File: src/sv/unhm_pkg.sv
// ----------------------------------------------------------------------------
// unhm_pkg
// Shared constants and types for the nearest real UMI search block.
// ----------------------------------------------------------------------------
`default_nettype none

package unhm_pkg;

   localparam int MAX_UMIS_DEF = 64;
   localparam int UMI_LEN_DEF  = 10;

   // fixed field widths of the ports
   localparam int BASE_FIELD_LEN = 10;
   localparam int BASES_W        = 2 * BASE_FIELD_LEN;
   localparam int MASK_W         = BASE_FIELD_LEN;
   localparam int COUNT_W        = 24;
   localparam int INDEX_W        = 6;
   localparam int DIST_W         = 4;
   localparam int MAXD_W         = 4;

   localparam logic [MAXD_W-1:0] MAX_DIST_RST = 4'd1;

   typedef enum logic [2:0] {
      ST_LOAD,
      ST_RD_BAD,
      ST_CHK_BAD,
      ST_SCAN,
      ST_WAIT1,
      ST_WAIT2,
      ST_EMIT
   } state_type;

   typedef struct packed {
      logic bad_load;
      logic cand_vld;
   } scan_ctl_type;

   typedef struct packed {
      logic              found;
      logic [DIST_W-1:0] distance;
   } best_type;

endpackage

`default_nettype wire

File: src/sv/umi_nearest_hamming_merge_core.sv
// ----------------------------------------------------------------------------
// umi_nearest_hamming_merge_core
// Loads one gene's UMI set into memory, then finds for every bad UMI the
// nearest real UMI and emits one result word per bad UMI.
// ----------------------------------------------------------------------------
// Load: one input word per cycle. After the word with last_umi, the search
// visits each entry up to the last bad one; for each bad UMI it reads every
// entry of the set as a candidate (one candidate read per memory cycle) and
// waits while the result register is stalled. No input is taken meanwhile.
// Reset clears the entry count, the control state and the output valid and
// sets the merge distance limit to 1; memory contents are not cleared.
`default_nettype none

module umi_nearest_hamming_merge_core #(
   parameter int MAX_UMIS = unhm_pkg::MAX_UMIS_DEF,
   parameter int UMI_LEN  = unhm_pkg::UMI_LEN_DEF
) (
   input  wire logic                          clock,
   input  wire logic                          reset,
   input  wire logic                          req_valid,
   output logic                               req_stall,
   input  wire logic [unhm_pkg::BASES_W-1:0]  req_umi_bases,
   input  wire logic [unhm_pkg::MASK_W-1:0]   req_umi_n_mask,
   input  wire logic [unhm_pkg::COUNT_W-1:0]  req_read_count,
   input  wire logic                          req_last_umi,
   output logic                               rsp_valid,
   input  wire logic                          rsp_stall,
   output logic      [unhm_pkg::INDEX_W-1:0]  rsp_bad_index,
   output logic      [unhm_pkg::INDEX_W-1:0]  rsp_target_index,
   output logic      [unhm_pkg::DIST_W-1:0]   rsp_best_distance,
   output logic                               rsp_matched,
   output logic                               rsp_last_result,
   input  wire logic                          csr_wr_en,
   input  wire logic [unhm_pkg::MAXD_W-1:0]   csr_wr_data
);

   import unhm_pkg::*;

   localparam int EffLen = (UMI_LEN < BASE_FIELD_LEN) ? UMI_LEN : BASE_FIELD_LEN;
   localparam int IdxW   = $clog2(MAX_UMIS);
   localparam int CntW   = $clog2(MAX_UMIS + 1);
   localparam int WordW  = COUNT_W + EffLen + 2 * EffLen;

   state_type         state_ff, state_in;
   logic [CntW-1:0]   n_ff, n_in;
   logic [IdxW-1:0]   i_ff, i_in;
   logic [IdxW-1:0]   j_ff, j_in;
   logic [IdxW-1:0]   last_bad_ff, last_bad_in;
   logic              any_bad_ff, any_bad_in;
   logic [MAXD_W-1:0] max_dist_ff;

   logic              issue_ff;
   logic [IdxW-1:0]   issue_idx_ff;

   logic              wr_en;
   logic [WordW-1:0]  wr_data;
   logic              rd_en;
   logic [IdxW-1:0]   rd_addr;
   logic [WordW-1:0]  rd_data;
   logic [2*EffLen-1:0] rd_bases;
   logic [EffLen-1:0] rd_mask;
   logic [COUNT_W-1:0] rd_count;

   scan_ctl_type      ctl;
   best_type          best;
   logic [IdxW-1:0]   best_index;

   logic              accept;
   logic              store_ok;
   logic              item_bad;
   logic              scan_last;
   logic              out_free;
   logic              emit_load;
   logic              matched;

   logic              rsp_valid_ff, rsp_valid_in;
   logic [INDEX_W-1:0] rsp_bad_ff;
   logic [INDEX_W-1:0] rsp_target_ff;
   logic [DIST_W-1:0] rsp_dist_ff;
   logic              rsp_matched_ff;
   logic              rsp_last_ff;

   assign accept    = req_valid && !req_stall;
   assign req_stall = (state_ff != ST_LOAD);
   assign store_ok  = (n_ff != CntW'(MAX_UMIS));
   assign item_bad  = |req_umi_n_mask[EffLen-1:0];
   assign wr_data   = {req_read_count, req_umi_n_mask[EffLen-1:0],
                       req_umi_bases[2*EffLen-1:0]};

   assign rd_bases  = rd_data[2*EffLen-1:0];
   assign rd_mask   = rd_data[3*EffLen-1:2*EffLen];
   assign rd_count  = rd_data[WordW-1:3*EffLen];

   assign scan_last = ((CntW'(j_ff) + CntW'(1)) == n_ff);
   assign out_free  = !rsp_valid_ff || !rsp_stall;
   assign matched   = best.found && (best.distance <= max_dist_ff);

   always_comb begin
      state_in    = state_ff;
      n_in        = n_ff;
      i_in        = i_ff;
      j_in        = j_ff;
      last_bad_in = last_bad_ff;
      any_bad_in  = any_bad_ff;
      wr_en       = 1'b0;
      rd_en       = 1'b0;
      rd_addr     = i_ff;
      ctl         = '0;
      emit_load   = 1'b0;
      ctl.cand_vld = issue_ff;

      case (state_ff)
         ST_LOAD: begin
            if (accept) begin
               // drop words once the set is full
               if (store_ok) begin
                  wr_en = 1'b1;
                  n_in  = n_ff + CntW'(1);
                  if (item_bad) begin
                     last_bad_in = n_ff[IdxW-1:0];
                     any_bad_in  = 1'b1;
                  end
               end
               if (req_last_umi) begin
                  if (any_bad_ff || (store_ok && item_bad)) begin
                     i_in     = '0;
                     state_in = ST_RD_BAD;
                  end else begin
                     n_in       = '0;
                     any_bad_in = 1'b0;
                  end
               end
            end
         end
         ST_RD_BAD: begin
            rd_en    = 1'b1;
            rd_addr  = i_ff;
            state_in = ST_CHK_BAD;
         end
         ST_CHK_BAD: begin
            if (rd_mask != '0) begin
               ctl.bad_load = 1'b1;
               j_in         = '0;
               state_in     = ST_SCAN;
            end else begin
               i_in     = i_ff + IdxW'(1);
               state_in = ST_RD_BAD;
            end
         end
         ST_SCAN: begin
            rd_en   = 1'b1;
            rd_addr = j_ff;
            j_in    = j_ff + IdxW'(1);
            if (scan_last) begin
               state_in = ST_WAIT1;
            end
         end
         ST_WAIT1: begin
            state_in = ST_WAIT2;
         end
         ST_WAIT2: begin
            state_in = ST_EMIT;
         end
         ST_EMIT: begin
            if (out_free) begin
               emit_load = 1'b1;
               if (i_ff == last_bad_ff) begin
                  n_in       = '0;
                  any_bad_in = 1'b0;
                  state_in   = ST_LOAD;
               end else begin
                  i_in     = i_ff + IdxW'(1);
                  state_in = ST_RD_BAD;
               end
            end
         end
         default: begin
            state_in = ST_LOAD;
         end
      endcase
   end

   always_ff @(posedge clock) begin
      if (reset) begin
         state_ff    <= ST_LOAD;
         n_ff        <= '0;
         any_bad_ff  <= 1'b0;
         issue_ff    <= 1'b0;
         max_dist_ff <= MAX_DIST_RST;
      end else begin
         state_ff   <= state_in;
         n_ff       <= n_in;
         any_bad_ff <= any_bad_in;
         issue_ff   <= (state_ff == ST_SCAN);
         if (csr_wr_en) begin
            max_dist_ff <= csr_wr_data;
         end
      end
   end

   always_ff @(posedge clock) begin
      i_ff         <= i_in;
      j_ff         <= j_in;
      last_bad_ff  <= last_bad_in;
      issue_idx_ff <= j_ff;
   end

   // output register: hold while stalled
   always_comb begin
      rsp_valid_in = rsp_valid_ff;
      if (emit_load) begin
         rsp_valid_in = 1'b1;
      end else if (!rsp_stall) begin
         rsp_valid_in = 1'b0;
      end
   end

   always_ff @(posedge clock) begin
      if (reset) begin
         rsp_valid_ff <= 1'b0;
      end else begin
         rsp_valid_ff <= rsp_valid_in;
      end
   end

   always_ff @(posedge clock) begin
      if (emit_load) begin
         rsp_bad_ff     <= INDEX_W'(i_ff);
         rsp_target_ff  <= matched ? INDEX_W'(best_index) : '0;
         rsp_dist_ff    <= best.found ? best.distance : '0;
         rsp_matched_ff <= matched;
         rsp_last_ff    <= (i_ff == last_bad_ff);
      end
   end

   assign rsp_valid         = rsp_valid_ff;
   assign rsp_bad_index     = rsp_bad_ff;
   assign rsp_target_index  = rsp_target_ff;
   assign rsp_best_distance = rsp_dist_ff;
   assign rsp_matched       = rsp_matched_ff;
   assign rsp_last_result   = rsp_last_ff;

   unhm_mem #(
      .DEPTH (MAX_UMIS),
      .WIDTH (WordW)
   ) u_mem (
      .clock   (clock),
      .wr_en   (wr_en),
      .wr_addr (n_ff[IdxW-1:0]),
      .wr_data (wr_data),
      .rd_en   (rd_en),
      .rd_addr (rd_addr),
      .rd_data (rd_data)
   );

   unhm_best #(
      .MAX_UMIS (MAX_UMIS),
      .UMI_LEN  (UMI_LEN)
   ) u_best (
      .clock      (clock),
      .reset      (reset),
      .ctl        (ctl),
      .cand_index (issue_idx_ff),
      .rd_bases   (rd_bases),
      .rd_mask    (rd_mask),
      .rd_count   (rd_count),
      .best       (best),
      .best_index (best_index)
   );

endmodule

`default_nettype wire

File: src/sv/unhm_mem.sv
// ----------------------------------------------------------------------------
// unhm_mem
// Simple dual-port memory: one write port, one read port, registered read.
// ----------------------------------------------------------------------------
`default_nettype none

module unhm_mem #(
   parameter int DEPTH = 64,
   parameter int WIDTH = 54
) (
   input  wire logic                     clock,
   input  wire logic                     wr_en,
   input  wire logic [$clog2(DEPTH)-1:0] wr_addr,
   input  wire logic [WIDTH-1:0]         wr_data,
   input  wire logic                     rd_en,
   input  wire logic [$clog2(DEPTH)-1:0] rd_addr,
   output logic      [WIDTH-1:0]         rd_data
);

   logic [WIDTH-1:0] mem [DEPTH];
   logic [WIDTH-1:0] rd_data_ff;

   always_ff @(posedge clock) begin
      if (wr_en) begin
         mem[wr_addr] <= wr_data;
      end
   end

   always_ff @(posedge clock) begin
      if (rd_en) begin
         rd_data_ff <= mem[rd_addr];
      end
   end

   assign rd_data = rd_data_ff;

endmodule

`default_nettype wire

File: src/sv/unhm_best.sv
// ----------------------------------------------------------------------------
// unhm_best
// Distance stage and best-candidate tracker for one bad UMI.
// ----------------------------------------------------------------------------
`default_nettype none

module unhm_best #(
   parameter int MAX_UMIS = unhm_pkg::MAX_UMIS_DEF,
   parameter int UMI_LEN  = unhm_pkg::UMI_LEN_DEF
) (
   input  wire logic                                clock,
   input  wire logic                                reset,
   input  wire unhm_pkg::scan_ctl_type              ctl,
   input  wire logic [$clog2(MAX_UMIS)-1:0]         cand_index,
   input  wire logic [2*((UMI_LEN < unhm_pkg::BASE_FIELD_LEN) ?
                        UMI_LEN : unhm_pkg::BASE_FIELD_LEN)-1:0] rd_bases,
   input  wire logic [((UMI_LEN < unhm_pkg::BASE_FIELD_LEN) ?
                        UMI_LEN : unhm_pkg::BASE_FIELD_LEN)-1:0] rd_mask,
   input  wire logic [unhm_pkg::COUNT_W-1:0]        rd_count,
   output unhm_pkg::best_type                       best,
   output logic      [$clog2(MAX_UMIS)-1:0]         best_index
);

   import unhm_pkg::*;

   localparam int EffLen = (UMI_LEN < BASE_FIELD_LEN) ? UMI_LEN : BASE_FIELD_LEN;
   localparam int IdxW   = $clog2(MAX_UMIS);

   logic [2*EffLen-1:0] bad_bases_ff;
   logic [EffLen-1:0]   bad_mask_ff;

   logic [EffLen-1:0]   mismatch;
   logic [DIST_W-1:0]   cand_dist;

   logic                s1_vld_ff;
   logic [DIST_W-1:0]   s1_dist_ff;
   logic [COUNT_W-1:0]  s1_count_ff;
   logic [IdxW-1:0]     s1_idx_ff;

   logic                found_ff;
   logic [DIST_W-1:0]   best_d_ff;
   logic [COUNT_W-1:0]  best_c_ff;
   logic [IdxW-1:0]     best_t_ff;
   logic                take;

   // an N in the bad UMI always mismatches
   always_comb begin
      for (int p = 0; p < EffLen; p++) begin
         mismatch[p] = bad_mask_ff[p] || (bad_bases_ff[2*p +: 2] != rd_bases[2*p +: 2]);
      end
      cand_dist = DIST_W'($countones(mismatch));
   end

   always_ff @(posedge clock) begin
      if (ctl.bad_load) begin
         bad_bases_ff <= rd_bases;
         bad_mask_ff  <= rd_mask;
      end
   end

   // stage 1: distance of the candidate, bad candidates dropped
   always_ff @(posedge clock) begin
      if (reset) begin
         s1_vld_ff <= 1'b0;
      end else begin
         s1_vld_ff <= ctl.cand_vld && (rd_mask == '0);
      end
   end

   always_ff @(posedge clock) begin
      s1_dist_ff  <= cand_dist;
      s1_count_ff <= rd_count;
      s1_idx_ff   <= cand_index;
   end

   // stage 2: keep the nearest, then the smaller count, then the earlier load
   assign take = s1_vld_ff &&
                 (!found_ff || (s1_dist_ff < best_d_ff) ||
                  ((s1_dist_ff == best_d_ff) && (s1_count_ff < best_c_ff)));

   always_ff @(posedge clock) begin
      if (reset) begin
         found_ff <= 1'b0;
      end else if (ctl.bad_load) begin
         found_ff <= 1'b0;
      end else if (take) begin
         found_ff <= 1'b1;
      end
   end

   always_ff @(posedge clock) begin
      if (take) begin
         best_d_ff <= s1_dist_ff;
         best_c_ff <= s1_count_ff;
         best_t_ff <= s1_idx_ff;
      end
   end

   assign best.found    = found_ff;
   assign best.distance = best_d_ff;
   assign best_index    = best_t_ff;

endmodule

`default_nettype wire

File: config.mk
export PLATFORM = sky130hd
export DESIGN_NAME = umi_nearest_hamming_merge_core
export DESIGN_NICKNAME = d
export VERILOG_FILES = /design/src/sv/unhm_pkg.sv /design/src/sv/umi_nearest_hamming_merge_core.sv /design/src/sv/unhm_mem.sv /design/src/sv/unhm_best.sv
export SDC_FILE = /design/constraint.sdc
export NUM_CORES = 2
export LEC_CHECK = 0
export BUFFER_PORTS_ARGS = -buffer_cell sky130_fd_sc_hd__buf_4
export CAP_MARGIN = 20
export CORE_ASPECT_RATIO = 1.1
export CORE_UTILIZATION = 60
export DETAILED_ROUTE_END_ITERATION = 10
export PLACE_DENSITY = 0.84
export RECOVER_POWER = 25
export SYNTH_ARGS = -nofsm -noshare
export SYNTH_HDL_FRONTEND = slang
export SYNTH_SLANG_ARGS = --single-unit
File: constraint.sdc
create_clock -name clock -period 9.9 [get_ports clock]
set_input_delay 0.495 -clock clock [delete_from_list [all_inputs] [get_ports clock]]
set_output_delay 0.495 -clock clock [all_outputs]
set_load 0.02 [all_outputs]
==> reports/summary.txt <==
Final Setup Violations: 0
Skew final: 0.101 ns
Internal power: 25.3 mW
Syn Area/Cell: 18.8 µm²
Relative slew slack: -99.2%
Post-synth EDFFs: 3610
Bufs on Longest Clock Path: 4
Detailed Route Iter0 Violations: 13800
Flop2flop setup slack: 4.23 ns
Starting Density: 60.4%
Post-synthesis cell count: 7401
Total congestion overflow: 0
Worst-Margin Slew: 2.99 ns
Final Routed Wirelength: 390000 µm
P&R area growth vs syn: 11.3%
Hpwl dp: 192000 µm
Synth Net Count: 7513
Antenna viol nets, final: 0
Endpoint class of the critical path: flop
Worst Hold Depth: 1
Power density cells: 208 nW/µm²
Pins over their slew limit: 2475
Die width: 462 µm
Vias in the first global route: 77900
Total of max-cap violations: 38
Post-layout net count: 7720
Largest cells by area after synthesis: edfxtp_1 (78%), mux2i_1 (12%), o22ai_1 (3.9%)
Mapped cell area: 139000 µm²
Critical R2R Capture: u_mem.mem[22][2]
Logic pwr share: 6.2%
Reg power frac: 53.5%
Post-synth ARST share: 0%
Tcrit/Tclk final: 57.3%
Largest net degree at the start of global routing: 148
Primary FF master, synth: edfxtp_1
Clock transition at the registers of the reported paths: 0.07 ns
Leak pwr: 53.7 nW
CP required: 10.42 ns
TritonCTS clock tree: done
Hold Path Sink: u_mem.mem[23][13]
Setup crit start kind: flop
Clock power frac: 40.3%
DRC Markers: 0
Number of H-tree levels: 5
DR WL/cell: 35.6 µm
RSZ-0062 raised after global routing: false
Rows: 185
Layout cells sized above 1: 10.0%
DR pass1 iterations: 7
Register Area: 110000 µm²
Die Y-Extent: 508 µm
GPL Wtd Cong: 0.856
Hold path start: req_umi_bases[13]
Initial antenna violation count: 15
Max frequency: 176 MHz
Critical Path Source: n_ff[4]
Ys Warns: 0
Port bufs: 83
Cell taking the most area after synthesis: edfxtp_1
# IOs: 84
Status: finished, violations left
Critical path data arrival time: 6.19 ns
Hold Crit Class: in2reg
Die area: 234000 µm²
Distinct cells, synth: 63
Root Buffer: clkbuf_16
Total GRT Usage: 32.7%
FF+latch count, synth: 3669
Sw frac: 21.8%
Core area: 231000 µm²
Fillers: 13500
First-pass GRT wire length: 542000 µm
Sequential-to-total area share from yosys stat: 78.6%
Avg Vias per Cell: 7.20
CP Max Fanout: 34
Worst-Skew Late Latency: 1.00 ns
Failing checks: max-capacitance violations, max-slew violations
CTS Buf Count: 350
Reg2reg start: n_ff[4]
Top cell type's share of synthesized area: 77.7%
Critical path class: reg2reg
Final Hold Fails: 0
Worst vdd ir: 0.160 mV
Power, Total: 32.3 mW
P_sw: 7.03 mW
Clk sink count: 3669
Reg2Reg Depth: 7
Footprint of the multi-input gates: 28300 µm²
Final TNS setup: 0 ns
Final min period: 5.67 ns
Routed vias: 78900
-- final cells by class --
cell class / count / share of cell area [%]
sequential: 3669 / 70.6
multi-input combinational: 3259 / 18.2
clock buffer: 435 / 5.99
tap: 3085 / 2.49
timing repair buffer: 274 / 1.49
clock inverter: 183 / 1.06
inverter: 54 / 0.131
antenna: 5 / 0.00806
-- power by group through the flow --
stage / Clock [mW] / Sequential (mW) / Combinational, mW
after detailed placement: 0 / 17.6 / 1.90
final: 13.0 / 17.3 / 2.00
after CTS: 13.0 / 17.3 / 1.94
after floorplan: 0 / 17.6 / 1.16
after global placement: 0 / 17.6 / 1.83
after global routing: 13.6 / 17.3 / 2.04
-- per-layer routing --
| layer | track usage (%) | part of all wire [%] | vias up |
|---|---|---|---|
| met5 | 0.144 | 0.031 | - |
| li1 | - | - | 30700 |
| met3 | 10.2 | 16 | 1539 |
| met4 | 18.8 | 6.7 | 14 |
| met2 | 49.4 | 45 | 7580 |
| met1 | 42.2 | 32 | 39000 |
-- worst max-delay path by stage --
stage,to,slack [ns],cells after the start
2_1_floorplan,u_best.best_c_ff[0],5.41,9
3_3_place_gp,u_mem.rd_data[2],4.77,9
3_5_place_dp,u_mem.rd_data[30],4.56,9
4_1_cts,u_mem.mem[22][0],4.49,7
5_1_grt,u_mem.mem[38][1],4.29,7
6_report,u_mem.mem[22][2],4.23,7
-- flip-flops by register name, summed over array words and instances (netlist names), 6 cells and up --
register,cells
u_mem.mem,3456
u_mem.rd_data,54
n_ff,7
u_best.best_index,6
i_ff,6
last_bad_ff,6
u_best.bad_mask_ff,10
u_best.s1_count_ff,24
u_best.s1_idx_ff,6
j_ff,6
issue_idx_ff,6
u_best.bad_bases_ff,20
u_best.best_c_ff,24
rsp_bad_index,6
rsp_target_index,6
-- per-stage QoR --
stage               instance area [µm²]  utilization, %  worst slack [ns]  hold slack (ns)  cells
floorplan                        139000               -              5.41            0.310   7401
global placement                 144000            62.3              4.77            0.319  10300
detailed placement               144000            62.4              4.56            0.316  10300
CTS                              155000            67.3              4.49          0.00820  11000
global route                     155000            67.2              4.29           0.0911  11000
finish                           155000            67.2              4.23           0.0865  11000
-- layout by cell type, fill, tap and decap left out, types with 12 or more instances in the layout --
| cell | instances |
|---|---|
| o22ai_1 | 865 |
| xnor2_1 | 12 |
| dlygate4sd3_1 | 18 |
| o41ai_1 | 211 |
| bufinv_16 | 29 |
| or3_1 | 18 |
| clkbuf_16 | 356 |
| nor2_4 | 64 |
| a21oi_1 | 14 |
| nand2_1 | 26 |
| nor2_1 | 39 |
| dfxtp_1 | 59 |
| buf_12 | 15 |
| inv_1 | 54 |
| clkinv_2 | 64 |
| edfxtp_1 | 3610 |
| xor2_1 | 31 |
| clkbuf_1 | 107 |
| mux2i_1 | 1733 |
| nand4_1 | 62 |
| o21ai_0 | 14 |
| clkinv_1 | 70 |
| ha_1 | 42 |
| buf_4 | 191 |
| nand3_1 | 12 |
-- cell families after synthesis --
group                      share of synthesized area (%)
muxes                                               12.4
xor gates and xnor gates                           0.287
DFF                                                 78.6
and+or+nand+nor                                     1.10
adders and majority gates                          0.463
buffers and inverters                               1.61
AOI/OAI and AO/OA                                   5.54
-- worst max-delay path, cell delays in order (launching register included) --
cell and delay, ns:
dfxtp_1 0.61, or3_1 0.77, or3_1 0.31, nand4b_1 0.26
nor2_1 0.43, nand3_1 0.75, nor2_4 1.09, buf_4 0.91
-- synth_stat cells (4+ instances only) --
library cell	n
nor2b_1	8
xor2_1	31
o22ai_1	865
buf_4	11
nand4_1	62
and3_1	8
nand2_1	29
edfxtp_1	3610
o41ai_1	216
nand2_2	4
nand2b_1	9
buf_2	314
xnor2_1	12
fa_1	6
ha_1	42
a21o_1	5
and2_1	8
o21ai_0	15
mux2i_1	1734
or3_1	18
dfxtp_1	59
buf_1	17
nand3_1	12
nor3_1	4
clkbuf_1	73
inv_1	54
nor2_1	103
nand3b_1	7
a21oi_1	14
buf_6	4
-- what timing repair did --
item | CTS | global route
setup buffers | 0 | 0
hold buffers | 18 | 0
endpoints found under the hold margin | 83 | 0
resized for setup | 0 | 0
No activity file was read; power rests on OpenSTA's default activity.
